File: config.mk
export PLATFORM = sky130hd
export DESIGN_NAME = buddy_bitmap_allocator
export DESIGN_NICKNAME = d
export VERILOG_FILES = /design/src/hdl/bba_pkg.sv /design/src/hdl/buddy_bitmap_allocator.sv
export SDC_FILE = /design/constraint.sdc
export NUM_CORES = 2
export LEC_CHECK = 0
export BUFFER_PORTS_ARGS = -buffer_cell sky130_fd_sc_hd__buf_4
export CAP_MARGIN = 20
export CORE_MARGIN = 3
export CORE_UTILIZATION = 25
export DETAILED_ROUTE_END_ITERATION = 10
export RECOVER_POWER = 25
export SLEW_MARGIN = 20
export SYNTH_ARGS = -nofsm -noshare
export SYNTH_HDL_FRONTEND = slang
export SYNTH_SLANG_ARGS = --single-unit
File: constraint.sdc
create_clock -name i_clk -period 10.6 [get_ports i_clk]
set_input_delay 2.12 -clock i_clk [delete_from_list [all_inputs] [get_ports i_clk]]
set_output_delay 2.12 -clock i_clk [all_outputs]
set_load 0.05 [all_outputs]
File: src/hdl/bba_pkg.sv
`default_nettype none
package bba_pkg;

    localparam int LEVELS_DEF     = 10;
    localparam int MAX_BLOCKS_DEF = 1024;
    localparam int RESET_COUNT    = 1024;

    localparam logic FN_ALLOC = 1'b0;
    localparam logic FN_FREE  = 1'b1;

    localparam logic [1:0] ST_DONE   = 2'd0;
    localparam logic [1:0] ST_NOFREE = 2'd1;
    localparam logic [1:0] ST_BAD    = 2'd2;

    typedef enum logic [2:0] {
        S_BUILD,
        S_CLEAR,
        S_IDLE,
        S_START,
        S_NEXT,
        S_RD,
        S_MOD,
        S_DONE
    } t_state;

    typedef enum logic [2:0] {
        PH_SCAN,
        PH_UP,
        PH_DOWN,
        PH_FUP,
        PH_FSIB,
        PH_FCHK
    } t_phase;

    typedef enum logic [1:0] {
        M_SET,
        M_CLR,
        M_SCAN,
        M_TEST
    } t_mode;

endpackage
`default_nettype wire

File: src/hdl/buddy_bitmap_allocator.sv
// Operation: an allocate reads the level's bitmap words, up to ceil(level count/32)+1 of them,
//   for a clear bit, then sets that bit and one bit per ancestor level, then sets the descendant
//   range on each lower level word by word. A free clears the descendants the same way, then
//   clears bits upwards level by level and tests each sibling, stopping at a busy one.
// Throughput: one item at a time; the single-port bitmap memory read-modify-write sets the rate.
// Reset (synchronous, active low) and every count change rebuild the tables level by level,
//   then clear the bitmap one word per cycle; no beat is taken meanwhile.
`default_nettype none
module buddy_bitmap_allocator #(
    parameter int LEVELS     = bba_pkg::LEVELS_DEF,
    parameter int MAX_BLOCKS = bba_pkg::MAX_BLOCKS_DEF
) (
    input  wire logic        i_clk,
    input  wire logic        i_rst_n,
    // Configuration: block_count, written whenever the enable is high.
    input  wire logic        i_cfg_we,
    input  wire logic [10:0] i_cfg_wdata,
    // Request stream.
    input  wire logic        s_axis_tvalid,
    output logic             s_axis_tready,
    input  wire logic [15:0] s_axis_tdata,  // level[3:0], pos[13:4], zero fill
    input  wire logic [0:0]  s_axis_tuser,  // func[0]
    // Result stream.
    output logic             m_axis_tvalid,
    input  wire logic        m_axis_tready,
    output logic [15:0]      m_axis_tdata   // status[1:0], pos_res[11:2], zero fill
);
    import bba_pkg::*;

    // Bitmap geometry: level L starts at bit offset[L] of a packed word array.
    localparam int BITS  = 2 * MAX_BLOCKS + LEVELS;
    localparam int WORDS = (BITS + 31) / 32;
    localparam int WW    = (WORDS > 1) ? $clog2(WORDS) : 1;
    localparam int CW    = $clog2(MAX_BLOCKS + 1);
    localparam int OW    = $clog2(BITS + 1);
    localparam int AW    = OW + 6;
    localparam int LW    = $clog2(LEVELS + 1);
    localparam int IW    = (LEVELS > 1) ? $clog2(LEVELS) : 1;
    // A descendant range start stays below count plus span.
    localparam int BW    = $clog2(MAX_BLOCKS + 2 ** LEVELS) + 1;
    localparam int RSTN  = (RESET_COUNT > MAX_BLOCKS) ? MAX_BLOCKS : RESET_COUNT;

    // The bitmap memory, with a registered read port.
    logic [31:0]   r_mem [WORDS];
    logic [31:0]   r_rdata;
    logic          mem_re, mem_we;
    logic [WW-1:0] mem_addr;
    logic [31:0]   mem_wdata;

    always_ff @(posedge i_clk) begin
        if (mem_we) begin
            r_mem[mem_addr] <= mem_wdata;
        end
        if (mem_re) begin
            r_rdata <= r_mem[mem_addr];
        end
    end

    // Per-level tables, rebuilt one level per cycle.
    logic [CW-1:0] r_cnt [LEVELS];
    logic [OW-1:0] r_off [LEVELS];

    t_state        r_state, n_state;
    t_phase        r_phase, n_phase;
    t_mode         r_mode, n_mode;
    logic          r_func, n_func;
    logic [LW-1:0] r_lv, n_lv;
    logic [9:0]    r_pos, n_pos;
    logic [LW-1:0] r_i, n_i;
    logic [CW-1:0] r_j, n_j;
    logic [BW-1:0] r_base, n_base;
    logic [BW-1:0] r_span, n_span;
    logic [CW-1:0] r_p, n_p;
    logic [OW-1:0] r_lo, n_lo;
    logic [OW-1:0] r_hi, n_hi;
    logic [WW-1:0] r_w, n_w;
    logic [WW-1:0] r_we, n_we;
    logic          r_bit, n_bit;
    logic [1:0]    r_rstat, n_rstat;
    logic [9:0]    r_rpos, n_rpos;
    logic [1:0]    r_ostat, n_ostat;
    logic [9:0]    r_opos, n_opos;
    logic          r_ovalid, n_ovalid;
    logic [CW-1:0] r_bc, n_bc;
    logic [CW-1:0] r_bn, n_bn;
    logic [OW-1:0] r_bt, n_bt;
    logic [IW-1:0] r_bi, n_bi;
    logic          tbl_we;

    // Table lookup: the descendant walk looks one level below the current one.
    logic [LW-1:0] w_tidx;
    logic [IW-1:0] w_tsel;
    logic          w_tok;
    logic [CW-1:0] w_tcnt;
    logic [OW-1:0] w_toff;

    always_comb begin
        w_tidx = (r_phase == PH_DOWN) ? r_i - LW'(1) : r_i;
        w_tsel = w_tidx[IW-1:0];
        w_tok  = (32'(w_tidx) < LEVELS);
        w_tcnt = w_tok ? r_cnt[w_tsel] : '0;
        w_toff = w_tok ? r_off[w_tsel] : '0;
    end

    // Mask of the current word's bits that lie inside [r_lo, r_hi).
    logic [31:0]   w_mask;
    logic [AW-1:0] w_wbase;
    logic [AW-1:0] w_addr_k;
    logic [31:0]   w_zero;
    logic [4:0]    w_kf;
    logic [AW-1:0] w_abs;

    always_comb begin
        w_wbase = AW'(r_w) << 5;
        for (int k = 0; k < 32; k++) begin
            w_addr_k  = w_wbase + AW'(k);
            w_mask[k] = (w_addr_k >= AW'(r_lo)) && (w_addr_k < AW'(r_hi));
        end
        w_zero = ~r_rdata & w_mask;
        w_kf   = 5'd0;
        for (int k = 31; k >= 0; k--) begin
            if (w_zero[k]) begin
                w_kf = 5'(k);
            end
        end
        w_abs = w_wbase + AW'(w_kf);
    end

    // Effective count of a configuration write.
    logic [CW-1:0] w_eff;
    always_comb begin
        if (i_cfg_wdata == 11'd0) begin
            w_eff = CW'(1);
        end else if (32'(i_cfg_wdata) > MAX_BLOCKS) begin
            w_eff = CW'(MAX_BLOCKS);
        end else begin
            w_eff = CW'(i_cfg_wdata);
        end
    end

    logic [BW-1:0] w_nbase, w_nspan;
    logic [BW:0]   w_end;
    logic [CW-1:0] w_endrel;
    logic [CW-1:0] w_sib;
    logic [CW:0]   w_bnext;

    always_comb begin
        w_nbase  = r_base << 1;
        w_nspan  = r_span << 1;
        w_end    = (BW + 1)'(w_nbase) + (BW + 1)'(w_nspan);
        w_endrel = (w_end < (BW + 1)'(w_tcnt)) ? CW'(w_end) : w_tcnt;
        w_sib    = r_j ^ CW'(1);
        w_bnext  = ((CW + 1)'(r_bn) + (CW + 1)'(1)) >> 1;
    end

    always_comb begin
        n_state  = r_state;
        n_phase  = r_phase;
        n_mode   = r_mode;
        n_func   = r_func;
        n_lv     = r_lv;
        n_pos    = r_pos;
        n_i      = r_i;
        n_j      = r_j;
        n_base   = r_base;
        n_span   = r_span;
        n_p      = r_p;
        n_lo     = r_lo;
        n_hi     = r_hi;
        n_w      = r_w;
        n_we     = r_we;
        n_bit    = r_bit;
        n_rstat  = r_rstat;
        n_rpos   = r_rpos;
        n_ostat  = r_ostat;
        n_opos   = r_opos;
        n_ovalid = r_ovalid;
        n_bc     = r_bc;
        n_bn     = r_bn;
        n_bt     = r_bt;
        n_bi     = r_bi;
        tbl_we   = 1'b0;
        mem_re   = 1'b0;
        mem_we   = 1'b0;
        mem_addr = r_w;
        mem_wdata = '0;
        s_axis_tready = (r_state == S_IDLE);

        if (r_ovalid && m_axis_tready) begin
            n_ovalid = 1'b0;
        end

        unique case (r_state)
            S_BUILD: begin
                tbl_we = 1'b1;
                n_bt   = r_bt + OW'(r_bn);
                n_bn   = CW'(w_bnext);
                if (32'(r_bi) == LEVELS - 1) begin
                    n_w     = '0;
                    n_state = S_CLEAR;
                end else begin
                    n_bi = r_bi + IW'(1);
                end
            end
            S_CLEAR: begin
                mem_we = 1'b1;
                if (32'(r_w) == WORDS - 1) begin
                    n_state = S_IDLE;
                end else begin
                    n_w = r_w + WW'(1);
                end
            end
            S_IDLE: begin
                if (s_axis_tvalid) begin
                    // The table lookup must see the requested level itself.
                    n_phase = PH_SCAN;
                    n_func = s_axis_tuser[0];
                    n_pos  = s_axis_tdata[13:4];
                    n_lv   = LW'(s_axis_tdata[3:0]);
                    n_i    = LW'(s_axis_tdata[3:0]);
                    n_rpos = '0;
                    if (32'(s_axis_tdata[3:0]) >= LEVELS) begin
                        n_rstat = ST_BAD;
                        n_state = S_DONE;
                    end else begin
                        n_state = S_START;
                    end
                end
            end
            S_START: begin
                if (r_func == FN_ALLOC) begin
                    n_phase = PH_SCAN;
                    n_mode  = M_SCAN;
                    n_lo    = w_toff;
                    n_hi    = w_toff + OW'(w_tcnt);
                    n_w     = WW'(w_toff >> 5);
                    n_we    = WW'((w_toff + OW'(w_tcnt) - OW'(1)) >> 5);
                    n_state = S_RD;
                end else if (32'(r_pos) >= 32'(w_tcnt)) begin
                    n_rstat = ST_BAD;
                    n_state = S_DONE;
                end else begin
                    n_phase = PH_DOWN;
                    n_base  = BW'(r_pos);
                    n_span  = BW'(1);
                    n_j     = CW'(r_pos);
                    n_state = S_NEXT;
                end
            end
            S_NEXT: begin
                unique case (r_phase)
                    PH_UP: begin
                        if (32'(r_i) == LEVELS) begin
                            n_phase = PH_DOWN;
                            n_i     = r_lv;
                            n_base  = BW'(r_p);
                            n_span  = BW'(1);
                        end else begin
                            n_mode  = M_SET;
                            n_lo    = w_toff + OW'(r_j);
                            n_hi    = w_toff + OW'(r_j) + OW'(1);
                            n_w     = WW'((w_toff + OW'(r_j)) >> 5);
                            n_we    = WW'((w_toff + OW'(r_j)) >> 5);
                            n_i     = r_i + LW'(1);
                            n_j     = r_j >> 1;
                            n_state = S_RD;
                        end
                    end
                    PH_DOWN: begin
                        if (r_i == '0) begin
                            if (r_func == FN_ALLOC) begin
                                n_rstat = ST_DONE;
                                n_rpos  = 10'(r_p);
                                n_state = S_DONE;
                            end else begin
                                n_phase = PH_FUP;
                                n_i     = r_lv;
                                n_j     = CW'(r_pos);
                            end
                        end else begin
                            n_i    = r_i - LW'(1);
                            n_base = w_nbase;
                            n_span = w_nspan;
                            // A range wholly past the level's end is skipped.
                            if ((BW + 1)'(w_nbase) < (BW + 1)'(w_tcnt)) begin
                                n_mode  = (r_func == FN_ALLOC) ? M_SET : M_CLR;
                                n_lo    = w_toff + OW'(w_nbase);
                                n_hi    = w_toff + OW'(w_endrel);
                                n_w     = WW'((w_toff + OW'(w_nbase)) >> 5);
                                n_we    = WW'((w_toff + OW'(w_endrel) - OW'(1)) >> 5);
                                n_state = S_RD;
                            end
                        end
                    end
                    PH_FUP: begin
                        if (32'(r_i) == LEVELS) begin
                            n_rstat = ST_DONE;
                            n_state = S_DONE;
                        end else begin
                            n_mode  = M_CLR;
                            n_lo    = w_toff + OW'(r_j);
                            n_hi    = w_toff + OW'(r_j) + OW'(1);
                            n_w     = WW'((w_toff + OW'(r_j)) >> 5);
                            n_we    = WW'((w_toff + OW'(r_j)) >> 5);
                            n_phase = PH_FSIB;
                            n_state = S_RD;
                        end
                    end
                    PH_FSIB: begin
                        if (w_sib < w_tcnt) begin
                            n_mode  = M_TEST;
                            n_lo    = w_toff + OW'(w_sib);
                            n_hi    = w_toff + OW'(w_sib) + OW'(1);
                            n_w     = WW'((w_toff + OW'(w_sib)) >> 5);
                            n_we    = WW'((w_toff + OW'(w_sib)) >> 5);
                            n_phase = PH_FCHK;
                            n_state = S_RD;
                        end else begin
                            n_i     = r_i + LW'(1);
                            n_j     = r_j >> 1;
                            n_phase = PH_FUP;
                        end
                    end
                    PH_FCHK: begin
                        // A busy sibling keeps the parent busy, so the walk ends.
                        if (r_bit) begin
                            n_rstat = ST_DONE;
                            n_state = S_DONE;
                        end else begin
                            n_i     = r_i + LW'(1);
                            n_j     = r_j >> 1;
                            n_phase = PH_FUP;
                        end
                    end
                    default: begin
                        n_state = S_IDLE;
                    end
                endcase
            end
            S_RD: begin
                mem_re  = 1'b1;
                n_state = S_MOD;
            end
            S_MOD: begin
                unique case (r_mode)
                    M_SET, M_CLR: begin
                        mem_we    = 1'b1;
                        mem_wdata = (r_mode == M_SET) ? (r_rdata | w_mask)
                                                      : (r_rdata & ~w_mask);
                        if (r_w == r_we) begin
                            n_state = S_NEXT;
                        end else begin
                            n_w     = r_w + WW'(1);
                            n_state = S_RD;
                        end
                    end
                    M_TEST: begin
                        n_bit   = |(r_rdata & w_mask);
                        n_state = S_NEXT;
                    end
                    M_SCAN: begin
                        if (w_zero != '0) begin
                            n_p     = CW'(w_abs - AW'(w_toff));
                            n_j     = CW'(w_abs - AW'(w_toff));
                            n_phase = PH_UP;
                            n_state = S_NEXT;
                        end else if (r_w == r_we) begin
                            n_rstat = ST_NOFREE;
                            n_state = S_DONE;
                        end else begin
                            n_w     = r_w + WW'(1);
                            n_state = S_RD;
                        end
                    end
                    default: begin
                        n_state = S_NEXT;
                    end
                endcase
            end
            S_DONE: begin
                if (!r_ovalid || m_axis_tready) begin
                    n_ovalid = 1'b1;
                    n_ostat  = r_rstat;
                    n_opos   = r_rpos;
                    n_state  = S_IDLE;
                end
            end
            default: begin
                n_state = S_IDLE;
            end
        endcase

        // A count change restarts the table build and the clearing pass.
        if (i_cfg_we && (w_eff != r_bc)) begin
            n_bc    = w_eff;
            n_bn    = w_eff;
            n_bt    = '0;
            n_bi    = '0;
            n_state = S_BUILD;
        end
    end

    always_ff @(posedge i_clk) begin
        if (!i_rst_n) begin
            r_state  <= S_BUILD;
            r_ovalid <= 1'b0;
            r_bc     <= CW'(RSTN);
            r_bn     <= CW'(RSTN);
            r_bt     <= '0;
            r_bi     <= '0;
            r_phase  <= PH_SCAN;
        end else begin
            r_state  <= n_state;
            r_ovalid <= n_ovalid;
            r_bc     <= n_bc;
            r_bn     <= n_bn;
            r_bt     <= n_bt;
            r_bi     <= n_bi;
            r_phase  <= n_phase;
        end
    end

    always_ff @(posedge i_clk) begin
        r_mode  <= n_mode;
        r_func  <= n_func;
        r_lv    <= n_lv;
        r_pos   <= n_pos;
        r_i     <= n_i;
        r_j     <= n_j;
        r_base  <= n_base;
        r_span  <= n_span;
        r_p     <= n_p;
        r_lo    <= n_lo;
        r_hi    <= n_hi;
        r_w     <= n_w;
        r_we    <= n_we;
        r_bit   <= n_bit;
        r_rstat <= n_rstat;
        r_rpos  <= n_rpos;
        r_ostat <= n_ostat;
        r_opos  <= n_opos;
        if (tbl_we) begin
            r_cnt[r_bi] <= r_bn;
            r_off[r_bi] <= r_bt;
        end
    end

    assign m_axis_tvalid = r_ovalid;
    assign m_axis_tdata  = {4'b0000, r_opos, r_ostat};

endmodule
`default_nettype wire

==> impl_metrics.toml <==
[setup_path]
cp.required_ns = 11.08
path_max_fanout = 45
critPathCaptureType = "flop"
critPathKind = "flop to flop"
cp-start-kind = "flop"
arrival_ns = 9.80

[sta]
slew_viol_final = 1530
grt_setup_unrepaired = "no"
hold_violations = 0
fin_crit_sh_pct = 87.87
tightest_slew_ns = 3.506
finClkSkew_ns = 0.1170
relSlewSlack_pct = -133.8
setup_tns_ns = 0
min_period_ns = 9.314
setup_ws_ns = 1.286
setup_viol = 0
timing.fmax_ghz = 0.1074

[pwr]
p_leak_nw = 32.09
swShare_pct = 20.18
pwr-share-clk_pct = 45.2
power_frac_seq_pct = 54.0
ir_worst_vdd_mv = 0.1320
power_frac_comb_pct = 0.8
netSwitchingPower_w = 0.004042
p_int_w = 0.01598
power.total_w = 0.02003
powerDensity_nw_per_um2 = 169.3

[logic_synthesis]
synth_commonest_cells = "edfxtp_1, a22oi_1, nor2_1"
mappedNetlistArea_sq_um = 101800
synth.distinct_cells = 104
yosysWarnings = 0
yosys_register_bits = 2515
syn-instance-count = 6475
yosysSeqAreaShare_pct = 73.77
synth-async-reset-ratio_pct = 0
ys_top_cells_by_area = "edfxtp_1, a22oi_1, ha_1, mux2i_1, nor2_1"
yosysMostFrequentCell = "edfxtp_1"
syn_area_per_cell_sq_um = 15.72
synthFlopType = "edfxtp_1"
synth_top_area_share_pct = 72.89
yosysTopAreaCell = "edfxtp_1"
synth-edff-count = 2470

[clocking]
clkTransAtPathRegs_ns = 0.06
cts_root_buf = "clkbuf_16"
cts_buffers = 272
ctsResizeCount = 0
cts_setup_buffers = 0
cts_htree_levels = 5
clock_latency_ns = 0.94
clockBufferDepth = 4
cts_tree = "built"
cts.sinks = 2515
cts_hold_repair.buffers = 0

[detailed_routing]
wl_met1_mm = 131.5
ant_nets = 0
vias_per_cell = 5.206
wl_met3_mm = 29.54
top_layer = "met5"
drt-pass1-iter-count = 6
routedWlPerCell_microns = 26.86
drt_iter0_drc = 8051
wirelength_mm = 329.1
drc = 0
wl_met2_mm = 155.3
vias = 63790

[floorplanning]
die_h_microns = 644.0
io_pins = 51
dieArea_sq_um = 414700
core_sq_um = 404100
rows = 233
die_width_microns = 644.0
start_util_pct = 25.19

[placed_design]
port_buffers = 44
dp_hpwl_mm = 192.7
place_ws_ns = 1.617
gp_congestion = 0.8794
post-place-cells = 11750

[final_layout]
area_growth_pct = 16.21
final_cells = 12250
final.fill_count = 39940
nNetsFinal = 6806
drive_above_1_share_pct = 11.13
utilization_pct = 29.27
seq_area_sq_um = 75070
multi_input_area_sq_um = 25540

[grt]
track_usage_pct = 15.15
grt_pass1_wl_mm = 462.7
grt_max_degree = 96
grt_pass1_vias = 61380
grt_overflow = 0
antenna_found_initial = 16

[min_path]
hold_class = "flop to flop"

[run_status]
violations = "capacitance limit, slew limit"
status = "complete, but fails checks"

[flow_run]
drv_cap = 47
state kept, by name (all words and copies together), names as in the netlist, 10 cells and up:
signal and count:
r_span 11, r_bn 11, r_base 11, r_bc 11, r_mem 2080, r_cnt 110, r_p 11, r_lo 12
r_j 11, r_bt 12, r_rdata 32, r_pos 10, r_hi 12, r_opos 10, r_rpos 10, r_off 120
worst max-delay path, cell delays in order, from the launching register on:
cell and delay [ns]:
edfxtp_1 0.66, inv_1 0.28, ha_1 0.47, nor4b_1 0.45, a21o_4 0.65, buf_4 0.43, mux2i_1 0.13, mux4_2 0.48
o22ai_1 0.65, inv_1 0.26, ha_1 0.36, nand3_1 0.08, a211oi_1 0.06, nor3_2 0.23, buf_4 0.26, mux2_2 0.39
ha_1 0.35, nor2b_1 0.18, o2111a_1 0.26, or4_1 0.54, a2111oi_2 0.66, nand4b_1 0.28, nor3_1 0.32, nor3_1 0.08
mux2i_1 0.23, o211ai_1 0.12
area by class of cell:
type	instances	share of cell area, %
multi-input cells	3448	21.60
clock inverters	144	1.037
flip-flops and latches	2515	63.48
well taps	5405	5.719
clock buffers	345	6.102
diodes	10	0.02116
inverters	109	0.3470
repair buffers	276	1.696
placed cells by master (no fill, tap or decap), types with 60 or more instances in the layout:
master and n:
nand4_1 144, buf_4 178, inv_1 106, a31oi_1 76, a22o_1 77, a21oi_1 196
clkinv_1 60, clkbuf_16 276, a41oi_1 91, o21ai_0 156, a22oi_1 909, mux2i_1 131
clkbuf_1 138, edfxtp_1 2470, nor2_1 247, nand2_1 210, a221oi_1 88, ha_1 143
worst paths after layout:
| check | slack [ns] | start | to | cells past startpoint |
|---|---|---|---|---|
| worst max register to register | 1.29 | r_i[0]$_DFFE_PP_ | r_we[6]$_DFFE_PP_ | 25 |
| worst min register to register | 0.42 | r_rpos[9]$_SDFFCE_PN0P_ | r_opos[9]$_DFFE_PP_ | 0 |
| worst min-delay path | 0.42 | r_rpos[9]$_SDFFCE_PN0P_ | r_opos[9]$_DFFE_PP_ | 0 |
| worst max-delay path | 1.29 | r_i[0]$_DFFE_PP_ | r_we[6]$_DFFE_PP_ | 25 |
cells by family (layout without fill, tap and decap cells):
family,count (synthesis),in the layout,synth area share (%)
fa+ha+maj,151,151,1.916
other cells,1,14,0.003685
mux,174,174,2.085
xor+xnor,85,85,0.7389
simple gates,1007,1007,4.948
buf+inv,515,874,1.994
flops,2515,2515,73.77
compound gates,2027,2027,14.54
layer usage:
layer  track usage, %  vias up
li1                 -    26970
met1            20.04    32880
met2            24.60     3372
met3            2.985      560
met4            5.444        8
met5                0        -
power groups by stage:
stage | combinational (W) | sequential, W | clock, W
6_report | 0.000154 | 0.0108 | 0.00906
5_1_grt | 0.000169 | 0.0108 | 0.00957
4_1_cts | 0.000159 | 0.0108 | 0.00918
3_5_place_dp | 0.000158 | 0.0110 | 0
3_3_place_gp | 0.000156 | 0.0110 | 0
2_1_floorplan | 0.0000916 | 0.0110 | 0
metrics by stage:
stage / hold WS, ns / area, sq um
floorplan: 0.4003 / 101800
global placement: 0.4292 / 110200
detailed placement: 0.4265 / 110300
CTS: 0.4241 / 118700
global route: 0.4257 / 118200
finish: 0.4188 / 118300
Power figures use the tool's default switching activity.
